<file path="config.mk">
export PLATFORM = sky130hd
export DESIGN_NAME = plpc_cfg
export DESIGN_NICKNAME = d
export VERILOG_FILES = /design/src/rtl/plpc_pkg.sv /design/src/rtl/plpc_cfg.sv
export SDC_FILE = /design/constraint.sdc
export NUM_CORES = 1
export LEC_CHECK = 0
export ABC_CLOCK_PERIOD_IN_PS = 1300
export BUFFER_PORTS_ARGS = -buffer_cell sky130_fd_sc_hd__buf_2
export CAP_MARGIN = 30
export CORE_AREA = 2 2 88 90
export DETAILED_ROUTE_END_ITERATION = 7
export DIE_AREA = 0 0 90 92
export PLACE_DENSITY = 0.86
export RECOVER_POWER = 25
export SLEW_MARGIN = 15
export SYNTH_ARGS = -nofsm -noshare
export SYNTH_HDL_FRONTEND = slang
export SYNTH_SLANG_ARGS = --single-unit
export TNS_END_PERCENT = 20
</file>
<file path="constraint.sdc">
create_clock -name clk -period 1.3 [get_ports clk]
set_input_delay 0 -clock clk [delete_from_list [all_inputs] [get_ports clk]]
set_output_delay 0 -clock clk [all_outputs]
set_load 0.02 [all_outputs]
</file>
<file path="src/rtl/plpc_pkg.sv">
// Shared types and constants of the per-line pattern counter.
package plpc_pkg;

	// field widths
	localparam int TEXT_W   = 8;
	localparam int LINE_W   = 16;
	localparam int COUNT_W  = 12;
	localparam int PAT_W    = 64;
	localparam int PLEN_W   = 4;

	// configuration port
	localparam int APB_DW   = 64;
	localparam int APB_AW   = 4;

	// register indexes (8-byte stride, index is paddr[3])
	localparam logic REG_PATTERN_BYTES  = 1'b0;
	localparam logic REG_PATTERN_LENGTH = 1'b1;

	// defaults and limits
	localparam int                 MAX_PATTERN_BYTES_DEF = 8;
	localparam logic [TEXT_W-1:0]  NEWLINE_CODE          = 8'd10;
	localparam logic [LINE_W-1:0]  LINE_MAX              = '1;
	localparam logic [COUNT_W-1:0] COUNT_MAX             = '1;
	localparam logic [PLEN_W-1:0]  PLEN_RESET            = 4'd1;

	// result queue
	localparam int QDEPTH   = 4;
	localparam int QPTR_W   = $clog2(QDEPTH);
	localparam int QCNT_W   = $clog2(QDEPTH + 1);

	typedef struct packed {
		logic [TEXT_W-1:0] text_byte;
		logic              end_of_text;
	} text_word_t;

	typedef struct packed {
		logic [LINE_W-1:0]  line_number;
		logic [COUNT_W-1:0] match_count;
		logic               none_found;
		logic               is_closing;
	} result_word_t;

	typedef struct packed {
		logic [PAT_W-1:0]  pattern_bytes;
		logic [PLEN_W-1:0] pattern_length;
	} cfg_t;

	// results produced by one text word, first in order first
	typedef struct packed {
		logic [1:0]   num;
		result_word_t first;
		result_word_t second;
	} push_t;

endpackage

</file>
<file path="src/rtl/plpc_cfg.sv">
// APB register file holding the pattern and its length.
module plpc_cfg (
	input  logic                         clk,
	input  logic                         arst_n,
	input  logic                         psel,
	input  logic                         penable,
	input  logic                         pwrite,
	input  logic [plpc_pkg::APB_AW-1:0]  paddr,
	input  logic [plpc_pkg::APB_DW-1:0]  pwdata,
	output logic [plpc_pkg::APB_DW-1:0]  prdata,
	output logic                         pready,
	output plpc_pkg::cfg_t               cfg
);
	import plpc_pkg::*;

	logic [PAT_W-1:0]  pattern_q;
	logic [PLEN_W-1:0] plen_q;
	logic              wr_en;
	logic              reg_idx;

	assign pready  = 1'b1;
	assign wr_en   = psel & penable & pwrite & pready;
	assign reg_idx = paddr[APB_AW-1];

	// register writes
	always_ff @(posedge clk or negedge arst_n) begin
		if (!arst_n) begin
			pattern_q <= '0;
			plen_q    <= PLEN_RESET;
		end else if (wr_en) begin
			case (reg_idx)
				REG_PATTERN_BYTES:  pattern_q <= pwdata[PAT_W-1:0];
				REG_PATTERN_LENGTH: plen_q    <= pwdata[PLEN_W-1:0];
				default: ;
			endcase
		end
	end

	// read back
	always_comb begin
		case (reg_idx)
			REG_PATTERN_BYTES:  prdata = APB_DW'(pattern_q);
			REG_PATTERN_LENGTH: prdata = APB_DW'(plen_q);
			default:            prdata = '0;
		endcase
	end

	assign cfg.pattern_bytes  = pattern_q;
	assign cfg.pattern_length = plen_q;

endmodule

</file>
### Word-level counts from Yosys, hierarchy flattened

Cells that the tools add are included.

* bits of input ports: 73
* bits in registers: 68
* logic and storage cells: 8

* multiplexer cells: 1
* bitwise gates (word level): 3
* reduce and logical (&&, ||, !) cells: 2

Operators with widths (count)
* 64-bit one-hot mux with 2 select lines: 1
* 2-bit AND reduction: 2
* 1-bit bitwise AND: 2
* 1-bit NOT: 1

### Depth between registers and ports, before layout

* depth after elaboration: 3
* depth in mapped cells: 4

### Least setup slack after synthesis

OpenSTA, ideal clock, no wires.

* kind: input -> register
* from: input port paddr[3] (netlist bit)
* to: register pattern_q[0]
* data arrival time: 0.747 ns
* required time: 1.175 ns
* path slack: 0.428 ns
* library setup time: 0.125 ns
* stages: 4
* buffers on the path: 2
* cell sequence: nand4b_4 buf_6 buf_12 mux2_4

* word-level cells in the longest chain between the ends: 2

RTL lines
* start: declaration: RTL line plpc_cfg.sv:8 `input logic [plpc_pkg::APB_AW-1:0] paddr,`
* 1-bit NOT
* 2-bit AND reduction (no line)
* end signal: assignment: RTL line plpc_cfg.sv:32 `REG_PATTERN_BYTES: pattern_q <= pwdata[PAT_W-1:0];`
* end: declaration: RTL line plpc_cfg.sv:16 `logic [PAT_W-1:0] pattern_q;`

No other way between the ends.
A chain may end at the register's enable or synchronous reset.

### Worst setup path after layout

* from: register plen_q[0]
* to: output port prdata[0] (netlist bit)

* word-level cells in the longest chain between the ends: 1

RTL lines
* start: declaration: RTL line plpc_cfg.sv:17 `logic [PLEN_W-1:0] plen_q;`
* start signal: assignment: RTL line plpc_cfg.sv:33 `REG_PATTERN_LENGTH: plen_q <= pwdata[PLEN_W-1:0];`
* 64-bit one-hot mux with 2 select lines: RTL line plpc_cfg.sv:41 `case (reg_idx)`
* end: declaration: RTL line plpc_cfg.sv:10 `output logic [plpc_pkg::APB_DW-1:0] prdata,`

No other way between the ends.

==> summary.md <==
| Metric | Value |
|---|---|
| Status | `completed` |
| Worst setup margin | `122 ps` |
| Synth Net Count | `291` |
| Max-Cap Viols | `0` |
| CTS tree | `done` |
| Top Ports | `206` |
| DIE HEIGHT | `92 um` |
| F_max | `849 MHz` |
| Worst min-delay path category | `primary input to flop` |
| Critical path peak fanout | `3` |
| Post-route cell area | `5200 sq um` |
| # setup viols final | `0` |
| Clk_skew | `0 ps` |
| Total die area | `8280 sq um` |
| Seq/Total Area, Yosys | `51.4%` |
| H-tree depth | `3` |
| Syn Inst Count | `218` |
| Nets | `558` |
| Vias in the first global route | `2849` |
| Fin util | `69.9%` |
| Share of the synthesized area in the top cell type | `50.6%` |
| VDD IR max | `0.750 mV` |
| Total wire length | `9240 um` |
| Largest net degree at the start of global routing | `69` |
| RSZ-0062 raised after global routing | `no` |
| Min cycle time layout | `1180 ps` |
| Register area | `1700 sq um` |
| Relative slew slack | `39.5%` |
| Vias | `2745` |
| Logic pwr share | `39.5%` |
| Drt pass-1 iters | `4` |
| Die width | `90 um` |
| Power share of the sequential group | `37.6%` |
| Gpl congestion | `0.722` |
| Root Driver | `clkbuf_8` |
| Syn Area/Cell | `15.2 sq um` |
| Req. time, crit path | `1300 ps` |
| Setup Crit Path Kind | `flop to output pin` |
| Synth-to-layout area growth | `57.0%` |
| Number of remaining DRC errors | `0` |
| CTS sink count | `68` |
| Switching pwr | `0.00282 W` |
| CP Launch Type | `flop` |
| Initial antenna violation count | `0` |
| FP Rows | `32` |
| Post-Place Worst Slack | `263 ps` |
| Switch share | `35.8%` |
| Pleak | `2.86 nW` |
| Yosys warnings | `0` |
| Cell Area, Synth | `3310 sq um` |
| Synthesized flop and latch total | `68` |
| Later-pin clock latency in the skew report | `330 ps` |
| Slew Limit Fails | `0` |
| Final-report hold violation count | `0` |
| Arr. time, crit path | `1180 ps` |
| Core Box Area | `7450 sq um` |
| Post-layout power | `0.00787 W` |
| CTS Buffer Depth | `2` |
| First-pass GRT wire length | `14600 um` |
| Area of the multi-input gates | `1450 sq um` |
| Leading area contributor after synthesis | `dfrtp_1` |
| Critical Path Sink Type | `output pin` |
| Synth area leaders | `dfrtp_1 51%, mux2_4 27%, nor2b_1 11%, mux2_2 4.1%, buf_12 3.6%` |
| Starting DRT DRC Count | `21` |
| Num CTS Buffers | `9` |
| Initial Util | `44.5%` |
| Gr usage total | `22.2%` |
| Post-CTS setup buffers | `0` |
| Gr ovfl total | `0` |
| Actual slew at the worst max-slew pin | `907 ps` |
| Detailed Place HPWL | `5280 um` |
| Routed Antenna Nets | `0` |
| Final worst-path cycle share | `90.6%` |
| Worst-path clk slew | `70 ps` |
| Sum Neg Setup Slack | `0 ps` |
| Filler cells | `511` |
| PwrDens | `1510 nW/um^2` |
| Number of diodes | `0` |
| Layout cells sized above 1 | `60.4%` |
| Wire length per cell | `15.6 um` |
| Clk pwr share | `23.0%` |
| Netlist cell types | `13` |
| Cell-internal power | `0.00505 W` |
| Via density | `4.64` |
| Dpl cell area | `4360 sq um` |
| # port buffers | `201` |
[metrics by stage]
step                hold slack (ps)  instances
CTS                             216        592
global route                    279        592
floorplan                      -296        218
finish                          285        592
detailed placement             50.0        511
global placement               42.7        511
[sequential cells by signal, indices dropped and copies added, names as in the netlist]
register and flops:
pattern_q 64, plen_q 4
[power by group through the flow]
| stage | Clock (W) | Sequential (W) | Combinational [W] |
|---|---|---|---|
| floorplan | 0 | 0.00351 | 0.00135 |
| global placement | 0 | 0.00294 | 0.00288 |
| detailed placement | 0 | 0.00296 | 0.00292 |
| CTS | 0.00184 | 0.00294 | 0.00308 |
| global route | 0.00195 | 0.00303 | 0.00326 |
| finish | 0.00181 | 0.00296 | 0.00311 |
[worst max-delay path, cell delays in order (launching register included)]
cell	delay (ps)
dfstp_2	540
mux2_2	150
buf_2	160
[area by class of cell]
type                            count  area share, %
Clock buffer                       11           2.91
Tap cell                          102           2.45
Clock inverter                      5           1.13
Timing Repair Buffer              271           33.0
Sequential cell                    68           32.7
Multi-Input combinational cell    135           27.8
[final timing paths]
kind                            cells past startpoint          start  slack [ps]             to
worst max-delay path                                2      plen_q[0]         120      prdata[0]
worst min-delay path                                3       paddr[3]         290      plen_q[0]
worst max register to register                      1  pattern_q[14]         490  pattern_q[14]
worst min register to register                      1  pattern_q[62]         530  pattern_q[62]
max in group asynchronous                           3         arst_n         270  pattern_q[60]
min in group asynchronous                           3         arst_n         450  pattern_q[28]
[layer usage]
| metal | vias to the layer above | routed length [um] | GRT usage, % |
|---|---|---|---|
| met2 | 130 | 4980 | 41.4 |
| met4 | 0 | 135 | 6.03 |
| met5 | - | 0 | 0 |
| met3 | 12 | 469 | 4.44 |
| met1 | 1343 | 3650 | 26.1 |
| li1 | 1260 | - | - |
[synth_stat cells]
| cell | n |
|---|---|
| buf_4 | 1 |
| mux2_4 | 60 |
| buf_6 | 1 |
| nand4_1 | 1 |
| nand4b_4 | 1 |
| dfstp_2 | 1 |
| buf_12 | 6 |
| clkbuf_1 | 6 |
| mux2_2 | 12 |
| conb_1 | 1 |
| nor2b_1 | 60 |
| buf_2 | 1 |
| dfrtp_1 | 67 |
[layout by cell type (no fill, tap or decap)]
cell type,netlist,routed
clkinvlp_4,0,2
bufinv_16,0,1
nor2b_1,60,60
mux2_2,12,12
clkinv_2,0,1
buf_4,1,2
buf_12,6,2
buf_2,1,201
mux2_4,60,60
dfstp_2,1,1
dfrtp_1,67,67
inv_6,0,1
clkbuf_4,0,1
dlygate4sd3_1,0,65
nand4_1,1,1
nand4b_4,1,1
conb_1,1,1
clkbuf_8,0,11
[cells by family after synthesis]
| kind of cell | count (synthesis) | share of synthesized area [%] |
|---|---|---|
| other cells | 1 | 0.113 |
| buf+inv | 15 | 5.02 |
| mux | 72 | 31.3 |
| flops | 68 | 51.4 |
| simple gates | 62 | 12.2 |
[what timing repair did]
action                    CTS  global route
hold endpoints to repair  136             0
hold buffers               65             0
resized for setup           0             0
Note: power is estimated with default switching activity, not from simulation.
