`config.mk`:
```
export PLATFORM = sky130hd
export DESIGN_NAME = plpc_outq_flat
export DESIGN_NICKNAME = d
export VERILOG_FILES = /design/src/rtl/plpc_pkg.sv /design/src/rtl/plpc_stream_if.sv /design/src/rtl/plpc_outq.sv /design/src/flat_wrapper.sv
export SDC_FILE = /design/constraint.sdc
export NUM_CORES = 1
export LEC_CHECK = 0
export BUFFER_PORTS_ARGS = -buffer_cell sky130_fd_sc_hd__buf_2
export CORE_MARGIN = 2
export CORE_UTILIZATION = 30
export CTS_CLUSTER_SIZE = 24
export DETAILED_ROUTE_END_ITERATION = 12
export PLACE_DENSITY = 0.76
export SETUP_SLACK_MARGIN = 0.5
export SYNTH_ARGS = -nofsm -noshare
export SYNTH_HDL_FRONTEND = slang
export SYNTH_SLANG_ARGS = --single-unit
```
`constraint.sdc`:
```
create_clock -name clk -period 1.8 [get_ports clk]
set_input_delay 0.36 -clock clk [delete_from_list [all_inputs] [get_ports clk]]
set_output_delay 0.36 -clock clk [all_outputs]
set_load 0.1 [all_outputs]
```
`src/rtl/plpc_pkg.sv`:
```
// Shared types and constants of the per-line pattern counter.
package plpc_pkg;

	// field widths
	localparam int TEXT_W   = 8;
	localparam int LINE_W   = 16;
	localparam int COUNT_W  = 12;
	localparam int PAT_W    = 64;
	localparam int PLEN_W   = 4;

	// configuration port
	localparam int APB_DW   = 64;
	localparam int APB_AW   = 4;

	// register indexes (8-byte stride, index is paddr[3])
	localparam logic REG_PATTERN_BYTES  = 1'b0;
	localparam logic REG_PATTERN_LENGTH = 1'b1;

	// defaults and limits
	localparam int                 MAX_PATTERN_BYTES_DEF = 8;
	localparam logic [TEXT_W-1:0]  NEWLINE_CODE          = 8'd10;
	localparam logic [LINE_W-1:0]  LINE_MAX              = '1;
	localparam logic [COUNT_W-1:0] COUNT_MAX             = '1;
	localparam logic [PLEN_W-1:0]  PLEN_RESET            = 4'd1;

	// result queue
	localparam int QDEPTH   = 4;
	localparam int QPTR_W   = $clog2(QDEPTH);
	localparam int QCNT_W   = $clog2(QDEPTH + 1);

	typedef struct packed {
		logic [TEXT_W-1:0] text_byte;
		logic              end_of_text;
	} text_word_t;

	typedef struct packed {
		logic [LINE_W-1:0]  line_number;
		logic [COUNT_W-1:0] match_count;
		logic               none_found;
		logic               is_closing;
	} result_word_t;

	typedef struct packed {
		logic [PAT_W-1:0]  pattern_bytes;
		logic [PLEN_W-1:0] pattern_length;
	} cfg_t;

	// results produced by one text word, first in order first
	typedef struct packed {
		logic [1:0]   num;
		result_word_t first;
		result_word_t second;
	} push_t;

endpackage

```
`src/rtl/plpc_stream_if.sv`:
```
// Valid/ready stream interface carrying one word of type T.
interface plpc_stream_if #(
	parameter type T = logic
);
	logic valid;
	logic ready;
	T     data;

	modport source (output valid, output data, input ready);
	modport sink   (input valid, input data, output ready);
endinterface

```
`src/rtl/plpc_outq.sv`:
```
// Small result queue taking up to two words per cycle, giving one while the reader is ready.
module plpc_outq (
	input  logic                      clk,
	input  logic                      arst_n,
	input  plpc_pkg::push_t           push,
	output logic                      room,
	output logic [plpc_pkg::QCNT_W-1:0] level,
	plpc_stream_if.source             result_out
);
	import plpc_pkg::*;

	result_word_t      mem [QDEPTH];
	logic [QPTR_W-1:0] wr_q;
	logic [QPTR_W-1:0] rd_q;
	logic [QCNT_W-1:0] cnt_q;
	logic              pop;
	logic [QPTR_W-1:0] wr_p1;

	assign pop   = result_out.valid & result_out.ready;
	assign wr_p1 = wr_q + 1'b1;
	assign room  = (cnt_q <= QCNT_W'(QDEPTH - 2));
	assign level = cnt_q;

	assign result_out.valid = (cnt_q != '0);
	assign result_out.data  = mem[rd_q];

	// storage
	always_ff @(posedge clk) begin
		if (push.num != 2'd0)
			mem[wr_q] <= push.first;
		if (push.num == 2'd2)
			mem[wr_p1] <= push.second;
	end

	// pointers and occupancy
	always_ff @(posedge clk or negedge arst_n) begin
		if (!arst_n) begin
			wr_q  <= '0;
			rd_q  <= '0;
			cnt_q <= '0;
		end else begin
			wr_q  <= wr_q + QPTR_W'(push.num);
			if (pop)
				rd_q <= rd_q + 1'b1;
			cnt_q <= cnt_q + QCNT_W'(push.num) - QCNT_W'(pop);
		end
	end

endmodule
```
`src/flat_wrapper.sv`:
```
// flat-port wrapper written by rule: the top's interface ports become plain ports
module plpc_outq_flat import plpc_pkg::*;
  (clk, arst_n, push, room, level, result_out_valid, result_out_data, result_out_ready);
  plpc_stream_if result_out_i ();
  input  logic clk;
  input  logic arst_n;
  input  plpc_pkg::push_t push;
  output logic room;
  output logic [plpc_pkg::QCNT_W-1:0] level;
  output wire logic [$bits(result_out_i.valid)-1:0] result_out_valid;
  output wire logic [$bits(result_out_i.data)-1:0] result_out_data;
  input wire logic [$bits(result_out_i.ready)-1:0] result_out_ready;
  assign result_out_valid = result_out_i.valid;
  assign result_out_data = result_out_i.data;
  assign result_out_i.ready = result_out_ready;
  plpc_outq u_core (.clk(clk), .arst_n(arst_n), .push(push), .room(room), .level(level), .result_out(result_out_i));
endmodule
```
Word-level counts from Yosys, hierarchy flattened
Memory sizes are Yosys's and may differ from the RTL's.
Index checks and enable logic that the tools add are counted.
- register bits: 7
- RAM bits: 120
- output and inout port bits: 6
- memories kept: 1
- memory list (memory ; words ; bits a word ; rd ports ; clocked after memory_dff ; wr ports ; line ; RTL):
    u_core.mem ; 4 ; 30 ; 1 ; 0 ; 2 ; plpc_outq.sv:12 ; result_word_t mem [QDEPTH];
- add/sub/neg operators: 5
- $lt $le $gt $ge: 1
- equality and inequality tests: 1
- muxes and demuxes: 4
- bitwise logic cells: 1
- reductions and logical operators: 2
- operators with widths (cell ; number):
    2-bit by 1-bit adder with 2-bit output (second input constant) ; 2
    1-bit two-way mux ; 4
    3-bit by 2-bit adder with 3-bit output ; 1
    3-bit by 2-bit less-or-equal comparator with 1-bit output (second input constant) ; 1
    3-bit nonzero test ; 1
    3-bit by 1-bit subtractor with 3-bit output ; 1
    2-bit adder ; 1
    2-bit equality test (second input constant) ; 1
    2-bit nonzero test ; 1
    1-bit bitwise AND ; 1

Depth between registers and ports, before layout
- word-level depth: 3
- mapped depth: 8

Least setup slack after synthesis
Ideal clock, no wire load.
- path kind: register to output
- from: reg u_core.cnt_q[0] (netlist: u_core.level[0])
- to: out room
- data arrival time: 2410 ps
- path slack: -970 ps
- stages on the path, launching flop included: 2
- buffers on the path: 0
- path through: dfrtp_1 a21oi_1
- cells in the longest elaborated chain, start to end: 1
- RTL lines (element ; line ; RTL):
    start, declared ; plpc_outq.sv:15 ; logic [QCNT_W-1:0] cnt_q;
    start signal, assigned ; plpc_outq.sv:45 ; cnt_q <= cnt_q + QCNT_W'(push.num) - QCNT_W'(pop);
    3-bit by 2-bit less-or-equal comparator with 1-bit output ; plpc_outq.sv:21 ; assign room = (cnt_q <= QCNT_W'(QDEPTH - 2));
    end, declared ; flat_wrapper.sv:8 ; output logic room;
No other way between the ends.

Worst setup path after layout
- from: reg u_core.cnt_q[0] (netlist: u_core.level[0])
- to: reg u_core.cnt_q[2] (netlist: u_core.level[2])
- cells in the longest elaborated chain, start to end: 3
- elaborated cells between the ends (all ways): 4
- classes of those cells: add/sub: 2; bitwise: 1; reduce/logical: 1
- RTL lines (element ; line ; RTL):
    3-bit nonzero test ; plpc_outq.sv:24 ; assign result_out.valid = (cnt_q != '0);
    1-bit bitwise AND ; plpc_outq.sv:19 ; assign pop = result_out.valid & result_out.ready;
    net u_core.pop ; plpc_outq.sv:16 ; logic pop;
    3-bit by 1-bit subtractor with 3-bit output ; plpc_outq.sv:45 ;
The timed path passes the listed nets, and every way through them passes these cells.
A chain may end at the register's enable or synchronous reset.

==> metrics.md <==
| Metric | Value |
|---|---|
| Run status | `complete, but fails checks` |
| Failing checks | `setup timing` |
| Peak supply drop | `1330 uV` |
| Port bufs | `12` |
| First DRT Iteration DRCs | `2` |
| CTS tree | `yes` |
| Clk pwr share | `6.5%` |
| Vias in the first global route | `519` |
| Min-delay src | `result_out_ready` |
| Worst setup margin | `-0.229 ns` |
| Combinational share of power | `74.0%` |
| Worst-Skew Late Latency | `0.27 ns` |
| Final GP Congestion | `0.763` |
| Most common cell after layout, fill and taps aside | `buf_6` |
| Unique masters post-synth | `23` |
| Remaining DRCs | `0` |
| Pin count of the biggest net entering global routing | `10` |
| Antenna violations before repair | `0` |
| Starting Density | `32.6%` |
| Site row count | `16` |
| R2r worst-path depth | `8` |
| Die width | `50.9 um` |
| Slew Viols, Final | `0` |
| Post-DP Area | `812 sq um` |
| Clock Tree Buf Depth | `2` |
| Leading area contributor after synthesis | `dfrtp_1` |
| First-pass GRT wire length | `2310 um` |
| Worst EP arrival | `2.22 ns` |
| Clk Tree Root Cell | `clkbuf_4` |
| DIE AREA | `0.00259 sq mm` |
| Power per cell area | `2340 mW/mm^2` |
| Total gr overflow | `0` |
| Total GRT Usage | `12.9%` |
| Max Freq | `0.493 GHz` |
| Max_cap viols | `0` |
| Worst slew margin | `78.6%` |
| Drt pass-1 iters | `3` |
| Crit path time final | `2.03 ns` |
| # setup viols final | `5` |
| Diodes inserted | `0` |
| Nets | `156` |
| Area contributors post-synth | `dfrtp_1 (27%), edfxtp_1 (18%), ha_1 (7.6%)` |
| Post-place setup slack | `-0.233 ns` |
| WHS Endpoint | `u_core.rd_q[1]$_DFFE_PN0P_` |
| Clock slew at reported path FFs | `0.07 ns` |
| Skew final | `0.00328 ns` |
| H-tree Lvls | `1` |
| Worst R2R Start | `u_core.level[0]$_DFF_PN0_` |
| Sw Pwr | `1210 uW` |
| Proportion of netlist area held by the largest area contributor | `26.6%` |
| Hold depth | `3` |
| Share of cells above drive strength 1 | `54.1%` |
| Worst Path Required | `1.99 ns` |
| Syn Nets | `122` |
| Post-synthesis sequential area ratio | `44.8%` |
| Routed wire length | `1560 um` |
| Worst-margin pin slew | `0.315 ns` |
| Int Power | `1380 uW` |
| Flop pwr share | `19.4%` |
| Mapped Area | `659 sq um` |
| Synth Warn # | `0` |
| Hold Path Class | `input pin to flop` |
| Crit Path Class | `flop to flop` |
| Core Footprint | `0.00202 sq mm` |
| Io pins | `71` |
| Total CTS buffers | `3` |
| P_leak | `0.000493 uW` |
| Avg Inst Size Synth | `12.7 sq um` |
| #FFs+latches synth | `11` |
| Avg Vias per Cell | `4.79` |
| Reg2reg end | `u_core.level[2]$_DFF_PN0_` |
| RSZ-0062 raised after global routing | `yes` |
| Most frequent cells in the layout | `buf_6 (9), inv_1 (8), buf_4 (7)` |
| DR vias | `536` |
| Area Growth Syn to Fin | `68.1%` |
| Sw Share | `46.8%` |
| Die H | `50.9 um` |
| Final Cycle Share | `113%` |
| Power Total | `2600 uW` |
| FF-to-FF setup slack | `-0.23 ns` |
| Fin. Hold Viols | `0` |
| Crit-path max FO | `2` |
| Final Cell Area | `0.00111 sq mm` |
| # clock sinks | `11` |
| Post-DP HPWL | `907 um` |
| Synth Instances | `52` |
| Wire per inst | `14.0 um` |
| Final antenna-violating net count | `0` |
| CP startpoint kind | `flop` |
| Kind of end point of the critical path | `flop` |
==> state kept, by name, summed over array words and instances (netlist names) <==
name and flops:
u_core.mem 4, u_core.level 3, u_core.rd_q 2, u_core.wr_q 2
==> through the flow <==
| step | TNS, ns | hold slack [ns] | util (%) | std cells |
|---|---|---|---|---|
| final | -0.707 | 0.381 | 54.8 | 112 |
| after global routing | -0.988 | 0.389 | 54.8 | 112 |
| after CTS | -0.706 | 0.370 | 52.7 | 111 |
| after detailed placement | -0.350 | 0.205 | 40.2 | 94 |
| after global placement | -0.332 | 0.195 | 40.2 | 94 |
| after floorplan | -0.866 | 0.0644 | - | 52 |
==> critical path, stage by stage (launching register included) <==
cell and delay (ns):
dfrtp_4 0.47, o31a_1 0.30, ha_1 0.28, inv_1 0.06, ha_1 0.13, inv_1 0.05, fa_2 0.33, xor2_1 0.16
xnor2_1 0.17
==> worst max path at each step <==
stage | from | endpoint
after floorplan | u_core.level[0]$_DFF_PN0_ | u_core.level[2]$_DFF_PN0_
after global placement | u_core.level[0]$_DFF_PN0_ | u_core.level[2]$_DFF_PN0_
after detailed placement | u_core.level[0]$_DFF_PN0_ | u_core.level[2]$_DFF_PN0_
after CTS | u_core.level[1]$_DFF_PN0_ | u_core.level[2]$_DFF_PN0_
after global routing | u_core.level[0]$_DFF_PN0_ | u_core.level[2]$_DFF_PN0_
final | u_core.level[0]$_DFF_PN0_ | u_core.level[2]$_DFF_PN0_
==> synthesized netlist by cell type <==
| cell | count |
|---|---|
| inv_1 | 8 |
| a311o_1 | 1 |
| mux4_2 | 1 |
| nor2b_1 | 1 |
| buf_2 | 2 |
| ha_1 | 4 |
| nor2_1 | 1 |
| nor4b_2 | 1 |
| edfxtp_1 | 4 |
| xor2_1 | 2 |
| or3b_1 | 1 |
| mux2i_1 | 1 |
| and3b_1 | 1 |
| fa_1 | 1 |
| dfrtp_1 | 7 |
| o31a_1 | 1 |
| a21oi_1 | 1 |
| o311ai_1 | 2 |
| xnor2_1 | 4 |
| mux2_1 | 4 |
| and4bb_1 | 2 |
| nand4b_1 | 1 |
| or3_1 | 1 |
==> kinds of logic after synthesis <==
group	synth area share, %
AO/OA/AOI/OAI	6.26
XOR/XNOR	7.97
adder cells (fa/ha/maj)	10.6
buffers and inverters	6.07
flip-flops	44.8
multiplexers	11.8
AND/OR/NAND/NOR	12.5
==> power groups by stage <==
stage          clock network (uW)  logic, uW  registers (uW)
2_1_floorplan                   0        713             766
3_3_place_gp                    0       1200             507
3_5_place_dp                    0       1220             522
4_1_cts                       171       1800             498
5_1_grt                       188       2010             520
6_report                      170       1920             505
==> layer usage <==
metal	track usage, %	part of all wire (%)	vias to the layer above
met5	0	0	-
met4	8.11	2.4	0
met3	3.22	3.7	5
met2	23.7	55	13
met1	12.8	39	261
li1	-	-	257
==> area by class of cell <==
class,count,area (sq um)
inverter,8,30.0
sequential,11,307
fill,153,913
timing repair buffer,31,344
tap,27,33.8
clock buffer,4,26.3
multi-input combinational,31,368
==> timing repair <==
item                                    CTS  global route
hold endpoints to repair                  7             0
hold buffers                              1             0
buffers inserted                         12             1
gates resized for setup                  34            10
endpoints found under the setup margin   15            15
pin swaps                                 7             6
(Power assumes the default switching activity.)
